[src/rtl/bb_pkg.sv]
// Shared constants and types for the 19x19 RGBA box blur.
package bb_pkg;
   localparam int KERNEL    = 19;
   localparam int HALF_K    = KERNEL / 2;
   localparam int MAX_WIDTH = 1024;
   localparam int ROW_LIMIT = 4096;
   localparam int COL_W     = 10;
   localparam int ROW_W     = 12;
   localparam int SLOT_W    = 5;
   localparam int WID_W     = 11;
   localparam int CS_W      = 13;
   localparam int WS_W      = 17;
   localparam int LS_DEPTH  = KERNEL * MAX_WIDTH;
   localparam int DIV_SHIFT = 25;
   localparam int PROD_W    = 34;
   localparam logic [WS_W-1:0]  RECIP     = 17'd92949;
   localparam logic [WID_W-1:0] WIDTH_RST = 11'd640;

   typedef struct packed {
      logic [CS_W-1:0] b;
      logic [CS_W-1:0] g;
      logic [CS_W-1:0] r;
   } csum_type;

   typedef struct packed {
      logic [WS_W-1:0] b;
      logic [WS_W-1:0] g;
      logic [WS_W-1:0] r;
   } wsum_type;

   typedef struct packed {
      logic first_row;
      logic sub_row;
      logic col0;
      logic sub_col;
      logic emit;
   } flags_type;
endpackage

[src/rtl/bb_cell.sv]
// One cell of the column-sum history chain.
module bb_cell (
   input  logic             clock,
   input  logic             shift,
   input  bb_pkg::csum_type d,
   output bb_pkg::csum_type q
);
   import bb_pkg::*;
   csum_type q_ff;
   always_ff @(posedge clock) begin
      if (shift) begin
         q_ff <= d;
      end
   end
   assign q = q_ff;
endmodule

[config.mk]
export PLATFORM = sky130hd
export DESIGN_NAME = bb_cell
export DESIGN_NICKNAME = d
export VERILOG_FILES = /design/src/rtl/bb_pkg.sv /design/src/rtl/bb_cell.sv
export SDC_FILE = /design/constraint.sdc
export NUM_CORES = 1
export LEC_CHECK = 0
export ABC_CLOCK_PERIOD_IN_PS = 800
export BUFFER_PORTS_ARGS = -buffer_cell sky130_fd_sc_hd__buf_2
export CAP_MARGIN = 30
export CORE_MARGIN = 2
export CORE_UTILIZATION = 40
export CTS_BUF_LIST = sky130_fd_sc_hd__clkbuf_4 sky130_fd_sc_hd__clkbuf_8 sky130_fd_sc_hd__clkbuf_16
export DETAILED_ROUTE_END_ITERATION = 10
export GPL_ROUTABILITY_DRIVEN = 0
export GPL_TIMING_DRIVEN = 0
export PLACE_DENSITY = 0.82
export SKIP_LAST_GASP = 1
export SLEW_MARGIN = 20
export SYNTH_ARGS = -nofsm -noshare
export SYNTH_HDL_FRONTEND = slang
export SYNTH_SLANG_ARGS = --single-unit
export TNS_END_PERCENT = 100
[constraint.sdc]
create_clock -name clock -period 0.8 [get_ports clock]
set_input_delay 0.16 -clock clock [delete_from_list [all_inputs] [get_ports clock]]
set_output_delay 0.16 -clock clock [all_outputs]
set_load 0.02 [all_outputs]
==> flow_summary.toml <==
[floorplan]
core_um2 = 2760
rows = 19
start_util_pct = 42.5
fp.dieH_um = 58.1
die-width_um = 58.1
io_pins = 80
die_area_um2 = 3380

[worst_setup_path]
path_delay_family = "flip-flops"
startpoint_type = "flop"
worstPathArrival_ps = 910
path_cells = "buf_6"
cpPeakStageDelay_ps = 420
crit_type = "flop to output port"
critPathRequiredTime_ps = 640
crit_slowest_cell = "edfxtp_1"
path_buf_inv = 1
end_kind = "output port"
path_max_fanout = 1

[logic_synthesis]
synth_edf_count = 39
syn_area_per_cell_um2 = 30.0
synth_nets = 80
ys_top_cells_by_area = "edfxtp_1 100%"
ys_types = 1
synthCells = 39
synth_area_um2 = 1170
yosysMostFrequentCell = "edfxtp_1"
ys.flop_type = "edfxtp_1"
synth_top_area_share_pct = 100
async_flop_share_pct = 0
ys_seq_area_share_pct = 100
synthTopCellsByCount = "39 x edfxtp_1"
yosys.area.top_type = "edfxtp_1"
ys_ff_latch = 39
yosysWarnings = 0

[timing]
finalHoldViolations = 0
period_share_pct = 134
period_needed_ps = 1070
tightestPinTransition_ps = 477
slew_headroom_pct = 68.2
slew_viol_final = 0
finalSetupViolCount = 39
rsz0062_at_grt = "yes"
setup_ws_ps = -271
fmax_mhz = 934

[global_route]
grt_use_total_pct = 17.0
grt_overflow = 0
grt_pass1_wl_um = 3970
grt_max_degree = 40
grt_pass1_vias = 881
antenna_found_initial = 0

[layout]
largest_register_ffs = 39
diodes = 0
layout-drive-gt1-share_pct = 51.5
fin_nets = 205
multi_input_gates = 0
area_growth_syn_to_layout_pct = 91.7
multiInputGateArea_um2 = 0
fin_cells = 196

[cts]
clock-sinks = 39
cts_tree = "yes"
cts_buffers = 5
cts.clk_slew.worst_paths_ps = 110
clock_path_buffers = 2
htreeDepth = 2
root_buffer = "clkbuf_4"

[power]
p_per_area_nw_per_um2 = 1880
clkPwrFrac_pct = 22.2
seq_power_share_pct = 59.2
leakagePower_nw = 0.948
power_switching_share_pct = 24.4
total_power_w = 0.00422
p_switching_w = 0.00103
intPower_w = 0.00319
ir_worst_vdd_mv = 1.77
combPwrFrac_pct = 18.6

[route]
drcViolationCount = 0
viasPerCell = 4.28
wl_per_cell_um = 14.6
ant_nets = 0
routed_wl_um = 2860
detail_route.first_pass.iterations = 4
vias = 839
drt_iter0_markers = 12

[worst_hold_path]
hold_start = "shift"
min_to = "q[1]$_DFFE_PP_"
hold_depth = 1
hold_path_class = "input port to flop"

[outcome]
status = "complete, but fails checks"
violations = "negative setup slack"

[placement]
dp_worst_setup_slack_ps = -403
portBuffers = 79
place_inst = 149

[flow_run]
cap_viol_max_count = 0
## stage by stage
step / TNS (ps) / instance area [um^2] / hold WS [ps] / util (%)
after floorplan: 0 / 1170 / 259 / -
after global placement: -13290 / 1610 / 338 / 58.2
after detailed placement: -15670 / 1610 / 338 / 58.2
after CTS: -9870 / 2130 / 301 / 77.3
after global routing: -11410 / 2240 / 296 / 81.4
final: -9510 / 2240 / 295 / 81.4
## placed cells by master (no fill, tap or decap)
cell / Yosys / layout
dlygate4sd3_1: 0 / 39
edfxtp_1: 39 / 39
buf_4: 0 / 1
clkbuf_4: 0 / 5
buf_6: 0 / 31
buf_2: 0 / 47
clkinv_1: 0 / 2
clkinvlp_4: 0 / 1
## worst max path at each step
| stage | start | endpoint | slack, ps | cells after the start |
|---|---|---|---|---|
| floorplan | q[0]$_DFFE_PP_ | q[0] | 190 | 0 |
| global placement | shift | q[6]$_DFFE_PP_ | -340 | 1 |
| detailed placement | shift | q[36]$_DFFE_PP_ | -400 | 1 |
| CTS | q[34]$_DFFE_PP_ | q[34] | -270 | 1 |
| global route | q[37]$_DFFE_PP_ | q[37] | -330 | 1 |
| finish | q[37]$_DFFE_PP_ | q[37] | -270 | 1 |
## cell type report
class	instances	area, um^2
Clock inverter	3	15.0
Tap cell	31	38.8
Fill cell	142	513
Timing Repair Buffer	118	982
Clock buffer	5	37.5
Sequential cell	39	1170
## repair_timing
action,4_1_cts,5_1_grt
buffers inserted,0,0
pin swaps,0,0
endpoints found under the hold margin,39,0
resized for setup,27,36
endpoints found under the setup margin,78,39
hold buffers,39,0
## per-layer routing
layer | up-vias | global-route usage, % | part of all wire [%]
met5 | - | 0 | 0
met4 | 0 | 6.64 | 0.80
met3 | 4 | 8.04 | 7.7
met2 | 44 | 30.5 | 56
met1 | 386 | 16.8 | 35
li1 | 405 | - | -
## power groups by stage
stage	logic [W]	clock network [W]	registers, W
2_1_floorplan	0	0	0.00273
3_3_place_gp	0.000479	0	0.00250
3_5_place_dp	0.000489	0	0.00251
4_1_cts	0.000698	0.000966	0.00248
5_1_grt	0.000821	0.00104	0.00252
6_report	0.000783	0.000936	0.00250
## kinds of logic (layout without fill, tap and decap cells)
| family | after synthesis | in the layout | synth area share, % |
|---|---|---|---|
| flops | 39 | 39 | 100 |
| buf+inv | 0 | 126 | 0 |
Note: power is estimated with default switching activity, not from simulation.
