File: src/rtl/bb_pkg.sv
// Shared constants and types for the 19x19 RGBA box blur.
package bb_pkg;
   localparam int KERNEL    = 19;
   localparam int HALF_K    = KERNEL / 2;
   localparam int MAX_WIDTH = 1024;
   localparam int ROW_LIMIT = 4096;
   localparam int COL_W     = 10;
   localparam int ROW_W     = 12;
   localparam int SLOT_W    = 5;
   localparam int WID_W     = 11;
   localparam int CS_W      = 13;
   localparam int WS_W      = 17;
   localparam int LS_DEPTH  = KERNEL * MAX_WIDTH;
   localparam int DIV_SHIFT = 25;
   localparam int PROD_W    = 34;
   localparam logic [WS_W-1:0]  RECIP     = 17'd92949;
   localparam logic [WID_W-1:0] WIDTH_RST = 11'd640;

   typedef struct packed {
      logic [CS_W-1:0] b;
      logic [CS_W-1:0] g;
      logic [CS_W-1:0] r;
   } csum_type;

   typedef struct packed {
      logic [WS_W-1:0] b;
      logic [WS_W-1:0] g;
      logic [WS_W-1:0] r;
   } wsum_type;

   typedef struct packed {
      logic first_row;
      logic sub_row;
      logic col0;
      logic sub_col;
      logic emit;
   } flags_type;
endpackage

File: src/rtl/bb_mean.sv
// Divide a window sum by 361 through a registered reciprocal multiply.
module bb_mean (
   input  logic                    clock,
   input  logic                    en,
   input  logic [bb_pkg::WS_W-1:0] sum,
   output logic [7:0]              mean
);
   import bb_pkg::*;
   logic [PROD_W-1:0] prod_ff;
   always_ff @(posedge clock) begin
      if (en) begin
         prod_ff <= PROD_W'(sum) * PROD_W'(RECIP);
      end
   end
   assign mean = prod_ff[DIV_SHIFT+7:DIV_SHIFT];
endmodule

File: config.mk
export PLATFORM = sky130hd
export DESIGN_NAME = bb_mean
export DESIGN_NICKNAME = d
export VERILOG_FILES = /design/src/rtl/bb_pkg.sv /design/src/rtl/bb_mean.sv
export SDC_FILE = /design/constraint.sdc
export NUM_CORES = 1
export LEC_CHECK = 0
export BUFFER_PORTS_ARGS = -buffer_cell sky130_fd_sc_hd__clkbuf_2
export CORE_UTILIZATION = 60
export CTS_BUF_LIST = sky130_fd_sc_hd__clkbuf_2
export CTS_CLUSTER_SIZE = 16
export DETAILED_ROUTE_END_ITERATION = 8
export GPL_TIMING_DRIVEN = 0
export HOLD_SLACK_MARGIN = 0.06
export PLACE_DENSITY = 0.78
export SLEW_MARGIN = 20
export SYNTH_ARGS = -nofsm -noshare
export SYNTH_HDL_FRONTEND = slang
export SYNTH_SLANG_ARGS = --single-unit
File: constraint.sdc
create_clock -name clock -period 15.3 [get_ports clock]
set_clock_uncertainty 0.1 [all_clocks]
set_input_delay 1.53 -clock clock [delete_from_list [all_inputs] [get_ports clock]]
set_output_delay 1.53 -clock clock [all_outputs]
set_load 0.005 [all_outputs]
==> results of run 1 <==
[final cells by class]
class                   count  area (sq um)
multi-input cells         334          4260
inverters                 179           672
flip-flops and latches      8           240
well taps                 105           131
fillers                   672          2850
repair buffers             26           130
clock buffers               3          15.0
[logic make-up (layout without fill, tap and decap cells)]
kind of cell / Yosys count / after routing / share of synthesized area [%]
compound gates: 52 / 52 / 7.35
flops: 8 / 8 / 4.64
simple gates: 39 / 39 / 3.97
buf+inv: 179 / 208 / 13.0
fa+ha+maj: 234 / 234 / 69.5
xor+xnor: 9 / 9 / 1.52
[routing by layer]
layer / wire length (microns) / GRT usage, % / vias up / share of wire (%)
met1: 4310 / 32.0 / 1824 / 41
met5: 0 / 0 / - / 0
met4: 219 / 5.56 / 0 / 2.1
met3: 367 / 2.25 / 18 / 3.5
met2: 5710 / 49.5 / 76 / 54
li1: - / - / 1716 / -
[metrics by stage]
| step | hold slack, ns | power [W] |
|---|---|---|
| final | 1.55 | 0.00107 |
| after global routing | 1.55 | 0.00121 |
| after CTS | 1.56 | 0.00107 |
| after detailed placement | 1.80 | 0.00105 |
| after global placement | 1.78 | 0.00101 |
| after floorplan | 1.54 | 0.000797 |
[power by group]
| group | switching, W | total (W) | leakage (nW) | internal (W) |
|---|---|---|---|---|
| logic | 0.000574 | 0.000999 | 3.02 | 0.000425 |
| clock network | 0.00000641 | 0.0000118 | 0.0125 | 0.00000534 |
| registers | 0.00000288 | 0.0000550 | 0.0785 | 0.0000521 |
[how the worst min path moves through the flow]
stage / slack [ns] / end / cells after the start / start
floorplan: 1.54 / prod_ff[25]$_DFFE_PP_ / 0 / en
global placement: 1.78 / prod_ff[30]$_DFFE_PP_ / 1 / en
detailed placement: 1.80 / prod_ff[30]$_DFFE_PP_ / 1 / en
CTS: 1.56 / prod_ff[27]$_DFFE_PP_ / 1 / en
global route: 1.55 / prod_ff[27]$_DFFE_PP_ / 1 / en
finish: 1.55 / prod_ff[27]$_DFFE_PP_ / 1 / en
[critical path, stage by stage]
cell and delay, ns:
clkbuf_2 0.15, ha_1 0.42, inv_1 0.08, fa_1 0.48
inv_1 0.05, fa_1 0.52, fa_1 0.54, fa_1 0.56
inv_1 0.06, fa_1 0.53, inv_1 0.04, ha_1 0.30
nand4_1 0.18, or3_1 0.48, a211o_1 0.29, o21ai_0 0.23
nor2_1 0.17, o311ai_2 0.25
[cell usage in the layout, fill, tap and decap left out, types with 4 or more instances in the layout]
| cell | n |
|---|---|
| edfxtp_1 | 8 |
| clkbuf_2 | 29 |
| a21oi_1 | 11 |
| inv_1 | 179 |
| o21ai_0 | 6 |
| ha_1 | 145 |
| nor3_1 | 6 |
| fa_1 | 89 |
| xnor2_1 | 8 |
| nor2_1 | 9 |
| a21o_1 | 4 |
| nand2_1 | 7 |
| o21a_1 | 5 |
| o211ai_1 | 5 |
==> flow_summary.ini, run 1 <==
[clocking]
cts_buffers = 3
cts_tree = built
root_buffer = clkbuf_2
post-cts-setup-buffers = 0
cts_hold_buffers = 0
clock_sinks = 8
path_clk_slew_ns = 0.07
clockBufferDepth = 2
cts.repair.resized = 0
cts.htree.levels = 1

[setup_path]
crit_arrival_ns = 6.88
crit_type = input port to register
end_kind = register
startpoint_type = input port
path_max_fanout = 5
cp.required_ns = 15.25
timing.critical_path.from = sum[7]
worstSetupEndpoint = prod_ff[26]$_DFFE_PP_

[logic_synthesis]
synth.most_common_cell = inv_1
synth_fp_nets = 774
async_reset_ff_share_pct = 0
synth-main-ff-cell = edfxtp_1
yosys_warnings = 0
syn_inst = 521
synth-edff-count = 8
synthTopCellsByArea = ha_1 35%, fa_1 34%, inv_1 13%
ys_types = 39
synth_top_area_share_pct = 35.1
yosys-top-cells-count = 179 x inv_1, 145 x ha_1, 89 x fa_1, 11 x a21oi_1, 9 x nor2_1
syn_area_per_cell_sq_um = 9.93
synth_top_cell_by_area = ha_1
syn-cell-area_sq_um = 5170
ys_seq_area_share_pct = 4.64
ys_ff_latch = 8

[cells_and_area]
reg.largest.list = prod_ff (8)
area_delta_synth_final_pct = 5.35
stdcell_count = 655
final_area_sq_um = 5450
drive_above_1_share_pct = 6.00
largest_reg_flops = 8
top_register = prod_ff
final_core_util_pct = 65.7
fin_nets = 805
diodes = 0

[routing]
first_pass_iters = 4
wirelength_microns = 10600
drt_iter0_drc = 140
drc_errors = 0
routedWlPerCell_microns = 16.2
ant_nets = 0
viasPerCell = 5.55
vias = 3634

[timing]
worst_slew_pin_slew_ns = 0.646
hold_violations = 0
fin_crit_sh_pct = 45.3
rsz0062_at_grt = no
post-route-min-period_ns = 6.92
final.setup.tns_ns = 0
setup_viol = 0
slew_violations = 0
postLayoutSetupSlackWorst_ns = 8.38
max_freq_mhz = 144
slew_headroom_pct = 56.5

[run_status]
outcome = complete, no violations

[floorplanning]
rows = 33
chipWidth_microns = 94.9
chipHeight_microns = 94.9
initial_core_util_pct = 62.3
top_level_ports = 27
die_area_sq_um = 9000
fp.coreArea_sq_um = 8300

[power_and_ir_drop]
p_leak_nw = 3.12
ir_drop_mv = 0.164
p_per_area_nw_per_um2 = 196

[global_route]
grt_usage_pct = 26.1
antenna_found_initial = 0
grt_pass1_wl_microns = 17700
grt_max_degree = 9
gr-total-overflow = 0
first_global_vias = 3878

[worst_hold_path]
hold_path_class = input port to register

[job]
maxCapViolations = 0

[placed_design]
place_area_sq_um = 5430
pre_cts_slack_ns = 8.22
dp_hpwl_microns = 9960
port_buffers = 26
gp_congestion = 0.883
dp_cells = 652
No activity file was read; power rests on OpenSTA's default activity.
==> run 2: changes to the inputs <==
--- a/config.mk
+++ b/config.mk
@@ -5,6 +5,7 @@
 export SDC_FILE = /design/constraint.sdc
 export NUM_CORES = 1
 export LEC_CHECK = 0
+export ABC_AREA = 1
 export BUFFER_PORTS_ARGS = -buffer_cell sky130_fd_sc_hd__clkbuf_2
 export CORE_UTILIZATION = 60
 export CTS_BUF_LIST = sky130_fd_sc_hd__clkbuf_2
@@ -12,7 +13,7 @@
 export DETAILED_ROUTE_END_ITERATION = 8
 export GPL_TIMING_DRIVEN = 0
 export HOLD_SLACK_MARGIN = 0.06
-export PLACE_DENSITY = 0.78
+export PLACE_DENSITY = 0.81
 export SLEW_MARGIN = 20
 export SYNTH_ARGS = -nofsm -noshare
 export SYNTH_HDL_FRONTEND = slang
==> constraint.sdc (replaced) <==
create_clock -name clock -period 6.25 [get_ports clock]
set_clock_uncertainty 0.1 [all_clocks]
set_input_delay 0.625 -clock clock [delete_from_list [all_inputs] [get_ports clock]]
set_output_delay 0.625 -clock clock [all_outputs]
set_load 0.005 [all_outputs]
==> flow_summary.ini, run 2 <==
[cells_and_area]
final_core_util_pct = 64.9
drive_above_1_share_pct = 5.19
fin_nets = 1065
fillerInstances = 825
top_register = prod_ff
final_area_sq_um = 6310
stdcell_count = 943
seq_area_sq_um = 240
final_cell_mix = 252 x inv_1, 186 x nand2_1, 145 x ha_1, 89 x fa_1, 36 x nor2_1
multi_input_area_sq_um = 4810
diodes = 0
reg.largest.list = prod_ff (8)
layout_commonest_cell = inv_1
largest_reg_flops = 8
area_delta_synth_final_pct = 5.19

[logic_synthesis]
syn_area_per_cell_sq_um = 7.69
synthXorXnorAreaFrac_pct = 0.730
syn-cell-area_sq_um = 6000
synth.most_common_cell = inv_1
synthMuxAreaShare_pct = 0
synth_fp_nets = 1034
synth_top_cell_by_area = ha_1
synth_top_family_by_area = adder cells
ys_types = 22
synth-main-ff-cell = edfxtp_1
ys_seq_area_share_pct = 4.00
ys_ff_latch = 8
synth_top_area_share_pct = 30.2
syn_inst = 781
synth_compound_area_share_pct = 1.42
synth-edff-count = 8
synthAdderAreaFrac_pct = 59.9
yosys-top-cells-count = 252 x inv_1, 186 x nand2_1, 145 x ha_1, 89 x fa_1, 36 x nor2_1
yosys_warnings = 0
async_reset_ff_share_pct = 0
synthSimpleGateAreaFrac_pct = 18.1
synthTopCellsByArea = ha_1 30%, fa_1 30%, inv_1 16%

[routing]
ant_nets = 0
drc_errors = 0
viasPerCell = 5.02
vias = 4734
wirelength_microns = 13100
first_pass_iters = 4
routedWlPerCell_microns = 13.9
drt_iter0_drc = 145

[floorplanning]
die_area_sq_um = 10400
initial_core_util_pct = 61.7
chipWidth_microns = 102
top_level_ports = 27
fp.coreArea_sq_um = 9730
rows = 36
chipHeight_microns = 102

[placed_design]
dp_hpwl_microns = 12000
gp_congestion = 0.960
port_buffers = 26
place_area_sq_um = 6300
dp_cells = 940

[setup_path]
end_kind = register
slowest_delay_ns = 0.56
path_delay_family = adder cells
worstPathCellList = clkbuf_2 > ha_1 > inv_1 > fa_1 > inv_1 > fa_1 > fa_1 > fa_1 > inv_1 > fa_1 > inv_1 > ha_1 > nand2_1 > nor2_1 > nand2_2 > nor3_2 > nor2_1 > nand3_1 > nand2_1
cp.required_ns = 6.14
cp_slowest_cell = fa_1
timing.critical_path.mode_cell = fa_1
startpoint_type = input port
cp_num_buf_inv = 5
path_depth = 19
crit_type = input port to register
crit_arrival_ns = 5.35
path_max_fanout = 5

[timing]
fin_crit_sh_pct = 87.3
hold_violations = 0
final.setup.tns_ns = 0
max_freq_mhz = 183
post-route-min-period_ns = 5.46
worst_slew_pin_slew_ns = 0.303
slew_headroom_pct = 79.7
rsz0062_at_grt = no
slew_violations = 0
setup_viol = 0

[worst_hold_path]
hold_path_class = input port to register
whs_path_depth = 1

[clocking]
post-cts-setup-buffers = 0
cts_buffers = 3
clock_sinks = 8
cts_tree = built
cts.repair.resized = 0
root_buffer = clkbuf_2
clockBufferDepth = 2
cts.htree.levels = 1
cts_hold_buffers = 0
path_clk_slew_ns = 0.07

[run_status]
outcome = complete, no violations

[global_route]
gr-total-overflow = 0
grt_max_degree = 9
antenna_found_initial = 0
grt_pass1_wl_microns = 22700
grt_usage_pct = 28.0
first_global_vias = 4968

[job]
maxCapViolations = 0
## run 2: cell count changes after synthesis, sizes merged, moves of 4 or more
cell and change:
nor2 +30, o211ai -5, nand3 +20, o21a -5, o21ai -4, inv +75, nand2 +185, xnor2 -6
## run 2: final timing paths
| path | start | end | slack (ns) |
|---|---|---|---|
| setup / recovery | sum[7] | prod_ff[28]$_DFFE_PP_ | 0.79 |
| hold / removal | en | prod_ff[29]$_DFFE_PP_ | 0.66 |
## run 2: stage by stage
stage	hold WS (ns)	worst slack [ns]
5_1_grt	0.670	0.580
3_3_place_gp	0.866	0.686
2_1_floorplan	0.637	1.26
4_1_cts	0.654	0.867
6_report	0.660	0.794
3_5_place_dp	0.902	0.630
## run 2: kinds of logic (layout without fill, tap and decap cells)
kind of cell | after synthesis | after routing
flip-flops | 8 | 8
XOR/XNOR | 5 | 5
AO/OA/AOI/OAI | 16 | 16
buffers and inverters | 254 | 283
adder cells (fa/ha/maj) | 234 | 234
AND/OR/NAND/NOR | 264 | 264
## run 2: metal layers
| metal | up-vias | share of wire [%] | track usage [%] |
|---|---|---|---|
| li1 | 2359 | - | - |
| met3 | 32 | 4.5 | 2.74 |
| met5 | - | 0 | 0 |
| met4 | 0 | 3.5 | 8.79 |
| met1 | 2216 | 44 | 36.2 |
| met2 | 127 | 48 | 49.5 |
## run 2: area by class of cell
| cell class | instances | share of cell area, % |
|---|---|---|
| repair buffers | 26 | 2.06 |
| flip-flops and latches | 8 | 3.80 |
| clock buffers | 3 | 0.238 |
| well taps | 133 | 2.64 |
| multi-input cells | 519 | 76.2 |
| inverters | 254 | 15.1 |
Power of run 2 is not shown: default switching activity piles up to over one toggle a cycle in this logic, so the estimate is an artifact.
